<file path="src/rtl/fdd_pkg.sv">
`timescale 1ns / 1ps
// ----------------------------------------------------------------------------
// fdd_pkg: shared types and constants of the finite difference derivative core
// Register indexes, stencil kinds, tap coefficients and fixed field widths.
// ----------------------------------------------------------------------------
package fdd_pkg;

	// fixed field widths
	localparam int CFG_DATA_WIDTH  = 32;
	localparam int CFG_INDEX_WIDTH = 2;
	localparam int ORDER_WIDTH     = 3;
	localparam int INDEX_WIDTH     = 16;
	localparam int SCALE_WIDTH     = 32;
	localparam int COEF_WIDTH      = 8;
	// magnitude headroom of a stencil sum over one sample
	localparam int SUM_GROWTH      = 8;

	// window and stencil geometry
	localparam int WINDOW_DEPTH = 9;
	localparam int NUM_TAPS     = 9;
	localparam int NUM_ORDERS   = 4;
	localparam int NUM_KINDS    = 3;

	// frame length limits
	localparam logic [INDEX_WIDTH-1:0] MIN_GRID_LENGTH = 16'd8;
	localparam logic [INDEX_WIDTH-1:0] MAX_GRID_LENGTH = 16'd65535;

	// points emitted by the sample that closes a frame, minus one
	localparam logic [2:0] FLUSH_LAST_OFF = 3'd4;
	// distance between the newest sample and the point it releases
	localparam logic [INDEX_WIDTH-1:0] RELEASE_LAG = 16'd4;

	// configuration register indexes
	localparam logic [CFG_INDEX_WIDTH-1:0] REG_ORDER          = 2'd0;
	localparam logic [CFG_INDEX_WIDTH-1:0] REG_GRID_LENGTH    = 2'd1;
	localparam logic [CFG_INDEX_WIDTH-1:0] REG_BOUNDARY_SCALE = 2'd2;
	localparam logic [CFG_INDEX_WIDTH-1:0] REG_INTERIOR_SCALE = 2'd3;

	// stencil kind
	typedef logic [1:0] kind_t;
	localparam kind_t KIND_FWD = 2'd0;
	localparam kind_t KIND_BWD = 2'd1;
	localparam kind_t KIND_CEN = 2'd2;

	// coefficients for offsets -4..+4, per order and kind
	localparam logic signed [COEF_WIDTH-1:0] TAP_COEF [NUM_ORDERS][NUM_KINDS][NUM_TAPS] = '{
		'{ '{0,0,0,0,-1,1,0,0,0}, '{0,0,0,-1,1,0,0,0,0}, '{0,0,1,-8,0,8,-1,0,0} },
		'{ '{0,0,0,0,1,-2,1,0,0}, '{0,0,1,-2,1,0,0,0,0}, '{0,0,-1,16,-30,16,-1,0,0} },
		'{ '{0,0,0,0,-1,3,-3,1,0}, '{0,-1,3,-3,1,0,0,0,0}, '{0,1,-8,13,0,-13,8,-1,0} },
		'{ '{0,0,0,0,1,-4,6,-4,1}, '{1,-4,6,-4,1,0,0,0,0}, '{0,-1,12,-39,56,-39,12,-1,0} }
	};

	// coefficient lookup, unused kind code falls on the central stencil
	function automatic logic signed [COEF_WIDTH-1:0] tap_coef(
		input logic [1:0] ord_sel,
		input kind_t      kind,
		input logic [3:0] tap
	);
		logic signed [COEF_WIDTH-1:0] c;
		case (kind)
			KIND_FWD: c = TAP_COEF[ord_sel][0][tap];
			KIND_BWD: c = TAP_COEF[ord_sel][1][tap];
			default:  c = TAP_COEF[ord_sel][2][tap];
		endcase
		return c;
	endfunction

endpackage

</file>
<file path="src/rtl/fdd_stencil.sv">
`timescale 1ns / 1ps
// ----------------------------------------------------------------------------
// fdd_stencil: tap selection and coefficient products
// Picks nine taps around the chosen window position and weights each one.
// ----------------------------------------------------------------------------
module fdd_stencil #(
	parameter int SAMPLE_WIDTH = 32
) (
	input  logic signed [SAMPLE_WIDTH-1:0] window [fdd_pkg::WINDOW_DEPTH],
	input  logic [2:0]                     offset,
	input  logic [1:0]                     ord_sel,
	input  fdd_pkg::kind_t                 kind,
	output logic signed [SAMPLE_WIDTH+fdd_pkg::COEF_WIDTH-1:0] prod [fdd_pkg::NUM_TAPS]
);
	import fdd_pkg::*;

	// one weighted tap per stencil offset, taps past the newest sample read zero
	for (genvar t = 0; t < NUM_TAPS; t++) begin : g_tap
		logic [3:0]                     idx;
		logic signed [SAMPLE_WIDTH-1:0] tap;
		logic signed [COEF_WIDTH-1:0]   coef;

		assign idx  = {1'b0, offset} + 4'(t);
		assign tap  = (idx < 4'(WINDOW_DEPTH)) ? window[idx] : '0;
		assign coef = tap_coef(ord_sel, kind, 4'(t));
		assign prod[t] = tap * coef;
	end

endmodule

</file>
<file path="config.mk">
export PLATFORM = sky130hd
export DESIGN_NAME = fdd_stencil
export DESIGN_NICKNAME = d
export VERILOG_FILES = /design/src/rtl/fdd_pkg.sv /design/src/rtl/fdd_stencil.sv
export SDC_FILE = /design/constraint.sdc
export NUM_CORES = 2
export LEC_CHECK = 0
export BUFFER_PORTS_ARGS = -buffer_cell sky130_fd_sc_hd__buf_2
export CORE_UTILIZATION = 60
export DETAILED_ROUTE_END_ITERATION = 8
export PLACE_DENSITY = 0.85
export SLEW_MARGIN = 0
export SYNTH_ARGS = -nofsm -noshare
export SYNTH_HDL_FRONTEND = slang
export SYNTH_SLANG_ARGS = --single-unit
export TNS_END_PERCENT = 10
</file>
<file path="constraint.sdc">
create_clock -name vclk -period 27
set_clock_uncertainty 0.1 [all_clocks]
set_input_delay 2.7 -clock vclk [all_inputs]
set_output_delay 2.7 -clock vclk [all_outputs]
set_load 0.005 [all_outputs]
</file>
==> impl_metrics.toml <==
[floorplan]
chipWidth_um = 341
ios = 655
initial_core_util_pct = 60.8
core_um2 = 113000
die-area_um2 = 116000
rows = 123
die_h_um = 341

[cells_and_area]
syn2layout_area_growth_pct = 6.43
fin_util_pct = 64.7
finalNetCount = 10934
final_layout_size_suffix_gt1_share_pct = 13.1
regArea_um2 = 0
nFlopsAndLatches = 0
clock_buffers = 0

[worst_hold_path]
hold_path.class = "in -> out"
hold_path_depth = 3
min_to = "prod[15]"
hold_start = "window[15]"

[worst_setup_path]
worstPathMaxFanout = 80
cp.required_ps = 24200
path_class = "in -> out"
cp.arrival_ps = 12510
end_kind = "output pin"
startpoint_type = "input pin"

[yosys]
synth_area_um2 = 68800
syn-num-nets = 10614
synthCells = 8392
yosys.area_share.simple_pct = 14.8
synth_compound_area_share_pct = 10.6
synth_top_family_by_area = "adder cells"
yosysWarnings = 0
yosysSeqAreaShare_pct = 0
postSynthAreaPerCell_um2 = 8.20
ys_types = 85
synth_xor_area_share_pct = 3.31
synthAdderAreaFrac_pct = 50.1
synthMuxAreaShare_pct = 8.20

[run_status]
status = "completed"

[global_route]
antenna_found_initial = 115
grt_overflow = 0
grt_max_degree = 81
grt_first_pass_wirelength_um = 383000
grt_util_all_layers_pct = 44.0
grt_pass1_vias = 63202

[placement]
place_ws_ps = 11960
hpwl_um = 218000
place.port_buffers = 655
gp_congestion = 1.09

[sta]
tns_ps = 0
fin_crit_sh_pct = 56.7
relSlewSlack_pct = 10.4
period_needed_ps = 15310
hold_slack_ps = 5790
final_max_slew_viol_count = 0
setup-violations-final = 0
hold_viol_final = 0
tightest_slew_ps = 1330
rsz0062_at_grt = "no"
max_freq_ghz = 0.0653
finalWorstSetupSlack_ps = 11690

[routing]
drc_errors = 0
wl_per_cell_um = 24.7
ant_nets = 0
drt_iter0_markers = 7013
vias = 62585
drtPass1Iterations = 6
drt-total-wl_um = 255000
viasPerCell = 6.08

[pwr]
power_w = 0.00406
power_density_nw_per_um2 = 55.5
p_leak_nw = 37.8
vdd_drop_max_mv = 0.105

[clock_tree]
cts_resized = 0
holdBufCountCts = 0
cts_setup_buffers = 0

[flow_run]
maxCapViolations = 0
[layout make-up]
cell class         count  area (um2)
multi-input cells   6070       60100
fillers             9647       39900
inverters           1913        7180
repair buffers       727        3840
well taps           1500        1880
diodes                89         223
[power breakdown]
part	switching (W)	total (W)	internal [W]
Clock	0	0.000000000207	0.000000000207
Sequential	0	0	0
Combinational	0.00242	0.00406	0.00164
Total	0.00242	0.00406	0.00164
[worst max-delay path, cell delays in order]
cell      delay [ps]
buf_8            500
buf_4            860
buf_4            870
mux2i_1          220
nand2_1          100
o21ai_0          200
o21ai_0          950
a22o_1           290
nand2_1          170
nor2_1           370
fa_1             470
fa_1             470
fa_1             500
inv_1             60
fa_1             470
inv_1             40
ha_1             370
a211o_1          290
a311o_1          300
a221oi_2         280
o41ai_2          210
a211oi_2         340
o21ai_1          220
a2111o_1         440
a21o_1           180
a21oi_1          170
xnor2_1          150
buf_2            140
[Yosys cell counts (14+ instances only)]
cell / instances / share of area (%)
buf_4: 36 / 0.39
inv_1: 1909 / 10
nand2b_1: 41 / 0.37
o21a_1: 49 / 0.53
o211ai_1: 17 / 0.19
nand2_1: 604 / 3.3
a22o_1: 29 / 0.37
mux4_2: 156 / 5.1
nand3_1: 106 / 0.77
clkbuf_1: 303 / 1.7
a21o_1: 112 / 1.2
a21boi_0: 15 / 0.16
nor2_1: 1171 / 6.4
nor2b_1: 32 / 0.29
buf_2: 28 / 0.20
a22oi_1: 65 / 0.71
a21oi_1: 450 / 3.3
fa_1: 1377 / 40
or2_2: 105 / 0.95
buf_1: 38 / 0.21
xor2_1: 58 / 0.74
ha_1: 550 / 10
o31a_1: 23 / 0.29
and2_1: 142 / 1.3
a31oi_1: 14 / 0.13
mux2_2: 93 / 1.5
o21bai_1: 35 / 0.38
o21ai_0: 194 / 1.4
and3_1: 18 / 0.16
a211oi_1: 45 / 0.49
xnor2_1: 202 / 2.6
nor3_1: 51 / 0.37
nand4_1: 21 / 0.19
or3_1: 40 / 0.36
mux2i_1: 108 / 1.6
[per-stage QoR]
stage               area, um2  instances
finish                  73200      10299
global route            73100      10252
CTS                     73000      10210
detailed placement      73000      10210
global placement        73000      10210
floorplan               68800       8392
[cells in the final DEF, fill, tap and decap left out, types with 112 or more instances in the layout]
| cell type | Yosys | layout |
|---|---|---|
| ha_1 | 550 | 545 |
| nor2_1 | 1171 | 1166 |
| inv_1 | 1909 | 1908 |
| a21o_1 | 112 | 112 |
| buf_2 | 28 | 652 |
| fa_1 | 1377 | 1377 |
| mux4_2 | 156 | 156 |
| and2_1 | 142 | 141 |
| o21ai_0 | 194 | 191 |
| a21oi_1 | 450 | 438 |
| xnor2_1 | 202 | 201 |
| nand2_1 | 604 | 603 |
[logic make-up after synthesis]
logic type | after synthesis
simple gates | 2362
buf+inv | 2322
fa+ha+maj | 1929
compound gates | 1162
mux | 357
xor+xnor | 260
[metal layers]
| layer | GRT usage (%) | up-vias | part of all wire, % |
|---|---|---|---|
| met5 | 0.980 | - | 0.25 |
| met4 | 30.8 | 72 | 8.6 |
| met3 | 17.8 | 971 | 14 |
| met2 | 64.8 | 3950 | 42 |
| met1 | 52.3 | 30782 | 34 |
| li1 | - | 26810 | - |
[how the worst max path moves through the flow]
stage | cells past startpoint | slack, ps | startpoint | to
6_report | 28 | 11690 | offset[0] | prod[119]
5_1_grt | 26 | 11250 | offset[0] | prod[159]
4_1_cts | 26 | 11910 | offset[0] | prod[159]
3_5_place_dp | 26 | 11960 | offset[0] | prod[159]
3_3_place_gp | 27 | 12020 | offset[0] | prod[159]
2_1_floorplan | 34 | 13480 | offset[1] | prod[78]
Note: power is estimated with default switching activity, not from simulation.
