===== src/rtl/fdd_pkg.sv =====
`timescale 1ns / 1ps
// ----------------------------------------------------------------------------
// fdd_pkg: shared types and constants of the finite difference derivative core
// Register indexes, stencil kinds, tap coefficients and fixed field widths.
// ----------------------------------------------------------------------------
package fdd_pkg;

	// fixed field widths
	localparam int CFG_DATA_WIDTH  = 32;
	localparam int CFG_INDEX_WIDTH = 2;
	localparam int ORDER_WIDTH     = 3;
	localparam int INDEX_WIDTH     = 16;
	localparam int SCALE_WIDTH     = 32;
	localparam int COEF_WIDTH      = 8;
	// magnitude headroom of a stencil sum over one sample
	localparam int SUM_GROWTH      = 8;

	// window and stencil geometry
	localparam int WINDOW_DEPTH = 9;
	localparam int NUM_TAPS     = 9;
	localparam int NUM_ORDERS   = 4;
	localparam int NUM_KINDS    = 3;

	// frame length limits
	localparam logic [INDEX_WIDTH-1:0] MIN_GRID_LENGTH = 16'd8;
	localparam logic [INDEX_WIDTH-1:0] MAX_GRID_LENGTH = 16'd65535;

	// points emitted by the sample that closes a frame, minus one
	localparam logic [2:0] FLUSH_LAST_OFF = 3'd4;
	// distance between the newest sample and the point it releases
	localparam logic [INDEX_WIDTH-1:0] RELEASE_LAG = 16'd4;

	// configuration register indexes
	localparam logic [CFG_INDEX_WIDTH-1:0] REG_ORDER          = 2'd0;
	localparam logic [CFG_INDEX_WIDTH-1:0] REG_GRID_LENGTH    = 2'd1;
	localparam logic [CFG_INDEX_WIDTH-1:0] REG_BOUNDARY_SCALE = 2'd2;
	localparam logic [CFG_INDEX_WIDTH-1:0] REG_INTERIOR_SCALE = 2'd3;

	// stencil kind
	typedef logic [1:0] kind_t;
	localparam kind_t KIND_FWD = 2'd0;
	localparam kind_t KIND_BWD = 2'd1;
	localparam kind_t KIND_CEN = 2'd2;

	// coefficients for offsets -4..+4, per order and kind
	localparam logic signed [COEF_WIDTH-1:0] TAP_COEF [NUM_ORDERS][NUM_KINDS][NUM_TAPS] = '{
		'{ '{0,0,0,0,-1,1,0,0,0}, '{0,0,0,-1,1,0,0,0,0}, '{0,0,1,-8,0,8,-1,0,0} },
		'{ '{0,0,0,0,1,-2,1,0,0}, '{0,0,1,-2,1,0,0,0,0}, '{0,0,-1,16,-30,16,-1,0,0} },
		'{ '{0,0,0,0,-1,3,-3,1,0}, '{0,-1,3,-3,1,0,0,0,0}, '{0,1,-8,13,0,-13,8,-1,0} },
		'{ '{0,0,0,0,1,-4,6,-4,1}, '{1,-4,6,-4,1,0,0,0,0}, '{0,-1,12,-39,56,-39,12,-1,0} }
	};

	// coefficient lookup, unused kind code falls on the central stencil
	function automatic logic signed [COEF_WIDTH-1:0] tap_coef(
		input logic [1:0] ord_sel,
		input kind_t      kind,
		input logic [3:0] tap
	);
		logic signed [COEF_WIDTH-1:0] c;
		case (kind)
			KIND_FWD: c = TAP_COEF[ord_sel][0][tap];
			KIND_BWD: c = TAP_COEF[ord_sel][1][tap];
			default:  c = TAP_COEF[ord_sel][2][tap];
		endcase
		return c;
	endfunction

endpackage


===== src/rtl/fdd_round_sat.sv =====
`timescale 1ns / 1ps
// ----------------------------------------------------------------------------
// fdd_round_sat: scale recombination, rounding and saturation
// Joins the two partial scale products, rounds half away from zero, clamps.
// ----------------------------------------------------------------------------
module fdd_round_sat #(
	parameter int SAMPLE_WIDTH = 32
) (
	input  logic [SAMPLE_WIDTH+fdd_pkg::SUM_GROWTH+15:0] prod_hi,
	input  logic [SAMPLE_WIDTH+fdd_pkg::SUM_GROWTH+15:0] prod_lo,
	input  logic                                         neg,
	output logic [SAMPLE_WIDTH-1:0]                      result
);
	import fdd_pkg::*;

	localparam int PW = SAMPLE_WIDTH + SUM_GROWTH + 16;
	localparam logic [PW:0] LIM     = {{(PW + 2 - SAMPLE_WIDTH){1'b0}}, {(SAMPLE_WIDTH-1){1'b1}}};
	localparam logic [PW:0] LIM_NEG = LIM + 1'b1;

	logic [PW:0] lo_rnd;
	logic [PW:0] mag;
	logic [PW:0] mag_neg;

	// magnitude times scale, fraction rounded at bit 15
	assign lo_rnd  = {1'b0, prod_lo} + (PW+1)'(32'h8000);
	assign mag     = {1'b0, prod_hi} + (PW+1)'(lo_rnd[PW:16]);
	assign mag_neg = ~mag + 1'b1;

	// clamp to the signed sample range
	always_comb begin
		if (neg) begin
			if (mag > LIM_NEG)
				result = {1'b1, {(SAMPLE_WIDTH-1){1'b0}}};
			else
				result = mag_neg[SAMPLE_WIDTH-1:0];
		end else begin
			if (mag > LIM)
				result = {1'b0, {(SAMPLE_WIDTH-1){1'b1}}};
			else
				result = mag[SAMPLE_WIDTH-1:0];
		end
	end

endmodule

===== config.mk =====
export PLATFORM = sky130hd
export DESIGN_NAME = fdd_round_sat
export DESIGN_NICKNAME = d
export VERILOG_FILES = /design/src/rtl/fdd_pkg.sv /design/src/rtl/fdd_round_sat.sv
export SDC_FILE = /design/constraint.sdc
export NUM_CORES = 1
export LEC_CHECK = 0
export BUFFER_PORTS_ARGS = -buffer_cell sky130_fd_sc_hd__buf_2
export CAP_MARGIN = 20
export CORE_ASPECT_RATIO = 0.7
export CORE_UTILIZATION = 44
export DETAILED_ROUTE_END_ITERATION = 8
export GPL_TIMING_DRIVEN = 0
export PLACE_DENSITY = 0.74
export SKIP_LAST_GASP = 1
export SLEW_MARGIN = 30
export SYNTH_ARGS = -nofsm -noshare
export SYNTH_HDL_FRONTEND = slang
export SYNTH_SLANG_ARGS = --single-unit

===== constraint.sdc =====
create_clock -name vclk -period 4.7
set_clock_uncertainty 0.05 [all_clocks]
set_input_delay 0 -clock vclk [all_inputs]
set_output_delay 0 -clock vclk [all_outputs]
set_load 0.02 [all_outputs]

==> results.tsv <==
stage	metric	value	unit
synthesis	Post-Syn Area per Cell	6.438	um2
routing	via count	9019	
floorplan	Die H	103.3	um
routing	DR pass1 iterations	6	
synthesis	Seq/Total Area, Yosys	0	
status	status	finished, violations left	
global_routing	largest net degree at the start of global routing	11	
finish	post-layout net count	1324	
synthesis	Mapped Cells	1002	
global_routing	initial antenna violation count	0	
worst_setup_path	crit path from	prod_lo[18]	
finish	design area	8994	um2
finish	area grow syn2layout	39.41	%
status	failing checks	negative setup slack	
floorplan	FP Rows	36	
worst_setup_path	critical path's slowest cell	o21ai_0	
timing	Max Freq	194.6	MHz
placement	IO Port Bufs	124	
routing	DR iter-0 viols	1109	
placement	Place WS	-1.328	ns
finish	antenna diode count	0	
worst_setup_path	Critical Path Fanout Max	7	
worst_setup_path	Setup crit start kind	input port	
timing	max_slew headroom	0.4064	
global_routing	number of global-route vias before repair	7619	
timing	Setup-failing EPs final	32	
routing	DR WL/cell	19.98	um
placement	placed insts	1316	
worst_setup_path	crit path kind	in2out	
placement	dpl hpwl	20670	um
floorplan	Die Footprint	15160	um2
synthesis	Synth Net Count	1165	
finish	multi-input logic area	7193	um2
timing	RSZ-0062 raised after global routing	yes	
worst_setup_path	CP Capture Type	output port	
min_path	Worst Hold Class	in2out	
routing	Post-DRT Antenna Nets	0	
power	worst ir drop on vdd	0.06999	mV
timing	hold slack	0.6479	ns
routing	Detailed Route WL	26960	um
worst_setup_path	CP peak stage delay	0.70	ns
timing	fin. max-slew vios	0	
power	Leak	3.516	nW
worst_setup_path	WP data required	4.65	ns
timing	final hold viol count	0	
floorplan	starting density of the core	0.4576	
timing	min Tclk post-route	5.140	ns
global_routing	grt ovf	0	
worst_setup_path	Worst Path Arrival	5.09	ns
finish	clkbuf count	0	
finish	most frequent cells in the layout	buf_2, nand2_1, nor2_1, a21oi_1, nand3_1	
power	total power	1.222	mW
finish	# fillers	1282	
finish	Finished Core Util	0.6379	
finish	fraction of layout cells with a size suffix above 1	0.3210	
floorplan	die width	146.7	um
placement	RePlAce Congestion	1.045	
flow_run	maxcap violations	0	
worst_setup_path	worst-path cell chain	buf_6 > and3_4 > nand2_4 > or4_4 > nor3_4 > buf_4 > nand4_1 > xnor2_1 > ha_1 > buf_2 > nand2_1 > o21ai_0 > a21o_1 > o31ai_2 > o211ai_1 > buf_4 > xor2_1 > a2111oi_2 > and4_4 > o211ai_4 > buf_12 > a221oi_4 > buf_6	
routing	DRC	0	
synthesis	main area contributors after synthesis	ha_1, nand2_1, a21oi_1	
routing	Vias/cell	6.686	
finish	FF+latch area	0	um2
synthesis	Distinct cells, synth	95	
power	PwrDens	135.8	nW/um2
timing	final setup TNS	-12.36	ns
synthesis	mapped cell area	6451	um2
synthesis	YS warnings	0	
synthesis	Yosys top cell by area	ha_1	
timing	final critical-path setup slack	-0.4398	ns
global_routing	global-route wire length before repair	40500	um
global_routing	gr usage total	0.3289	
min_path	worst hold start	prod_hi[0]	
timing	post-route clock period utilization	1.094	
timing	Worst Tran Pin Value	0.8905	ns
finish	commonest non-fill, non-tap cell in the layout	buf_2	
synthesis	top cell type's share of synthesized area	0.09503	
finish	final cell count without fillers	1349	
floorplan	Ports	145	
finish	final sequential cell count	0	
floorplan	core box area	14100	um2
placement	placed cell areas	7555	um2
routing by layer:
metal / GRT usage / vias to the layer above / part of all wire
li1: - / 4216 / -
met1: 0.5228 / 4117 / 0.47
met2: 0.4437 / 645 / 0.38
met3: 0.08333 / 41 / 0.15
met4: 0.01603 / 0 / 0.0093
met5: 0 / - / 0
synthesized netlist by cell type (all sizes together) (7+ instances only):
cell type	count
o21a	7
o31ai	14
nor2b	10
xnor2	37
mux2i	12
nor3b	8
nand3	61
o21ai	62
nor3	49
clkbuf	24
a21o	12
a211oi	16
nand4	44
o211ai	21
buf	28
and3	17
nor4	17
xor2	26
and4	11
o22ai	22
nor2	92
and2	17
nand2b	8
or4	8
inv	21
ha	49
a21oi	77
or2	9
or3	7
nand2	111
a221oi	13
path summary, 6_finish.rpt:
kind / to / slack [ns] / cells past startpoint
hold / removal: result[0] / 0.65 / 5
setup / recovery: result[24] / -0.44 / 23
kinds of logic after synthesis:
group                    Yosys count  share of synthesized area
buffers and inverters             73                    0.05023
AND/OR/NAND/NOR                  482                     0.3922
adder cells (fa/ha/maj)           50                    0.09814
XOR/XNOR                          63                    0.08553
AO/OA/AOI/OAI                    319                     0.3501
multiplexers                      15                    0.02386
worst max-delay path, delay by kind of cell:
family          cells  cell delay [ns]
xor+xnor            2             0.23
compound gates      7             2.07
fa+ha+maj           1             0.27
simple gates        7             1.55
buf+inv             6             0.95
what timing repair did:
action / CTS / global route
setup buffers: 22 / 14
endpoints found under the hold margin: 0 / 0
pin swaps: 34 / 36
hold buffers: 0 / 0
setup endpoints to repair: 32 / 32
gates resized for setup: 168 / 105
gates cloned: 1 / 2
report_power, final:
group | switching, mW | total [mW] | internal [mW] | leakage, nW
clock | 0 | 0 | 0 | 0
combinational | 0.788 | 1.22 | 0.433 | 3.52
sequential | 0 | 0 | 0 | 0
cell type report:
type / count / area share
buffer: 46 / 0.03520
timing repair buffer: 163 / 0.1298
inverter: 21 / 0.008765
tap: 190 / 0.02643
multi-input combinational: 929 / 0.7998
Note: power is estimated with default switching activity, not from simulation.
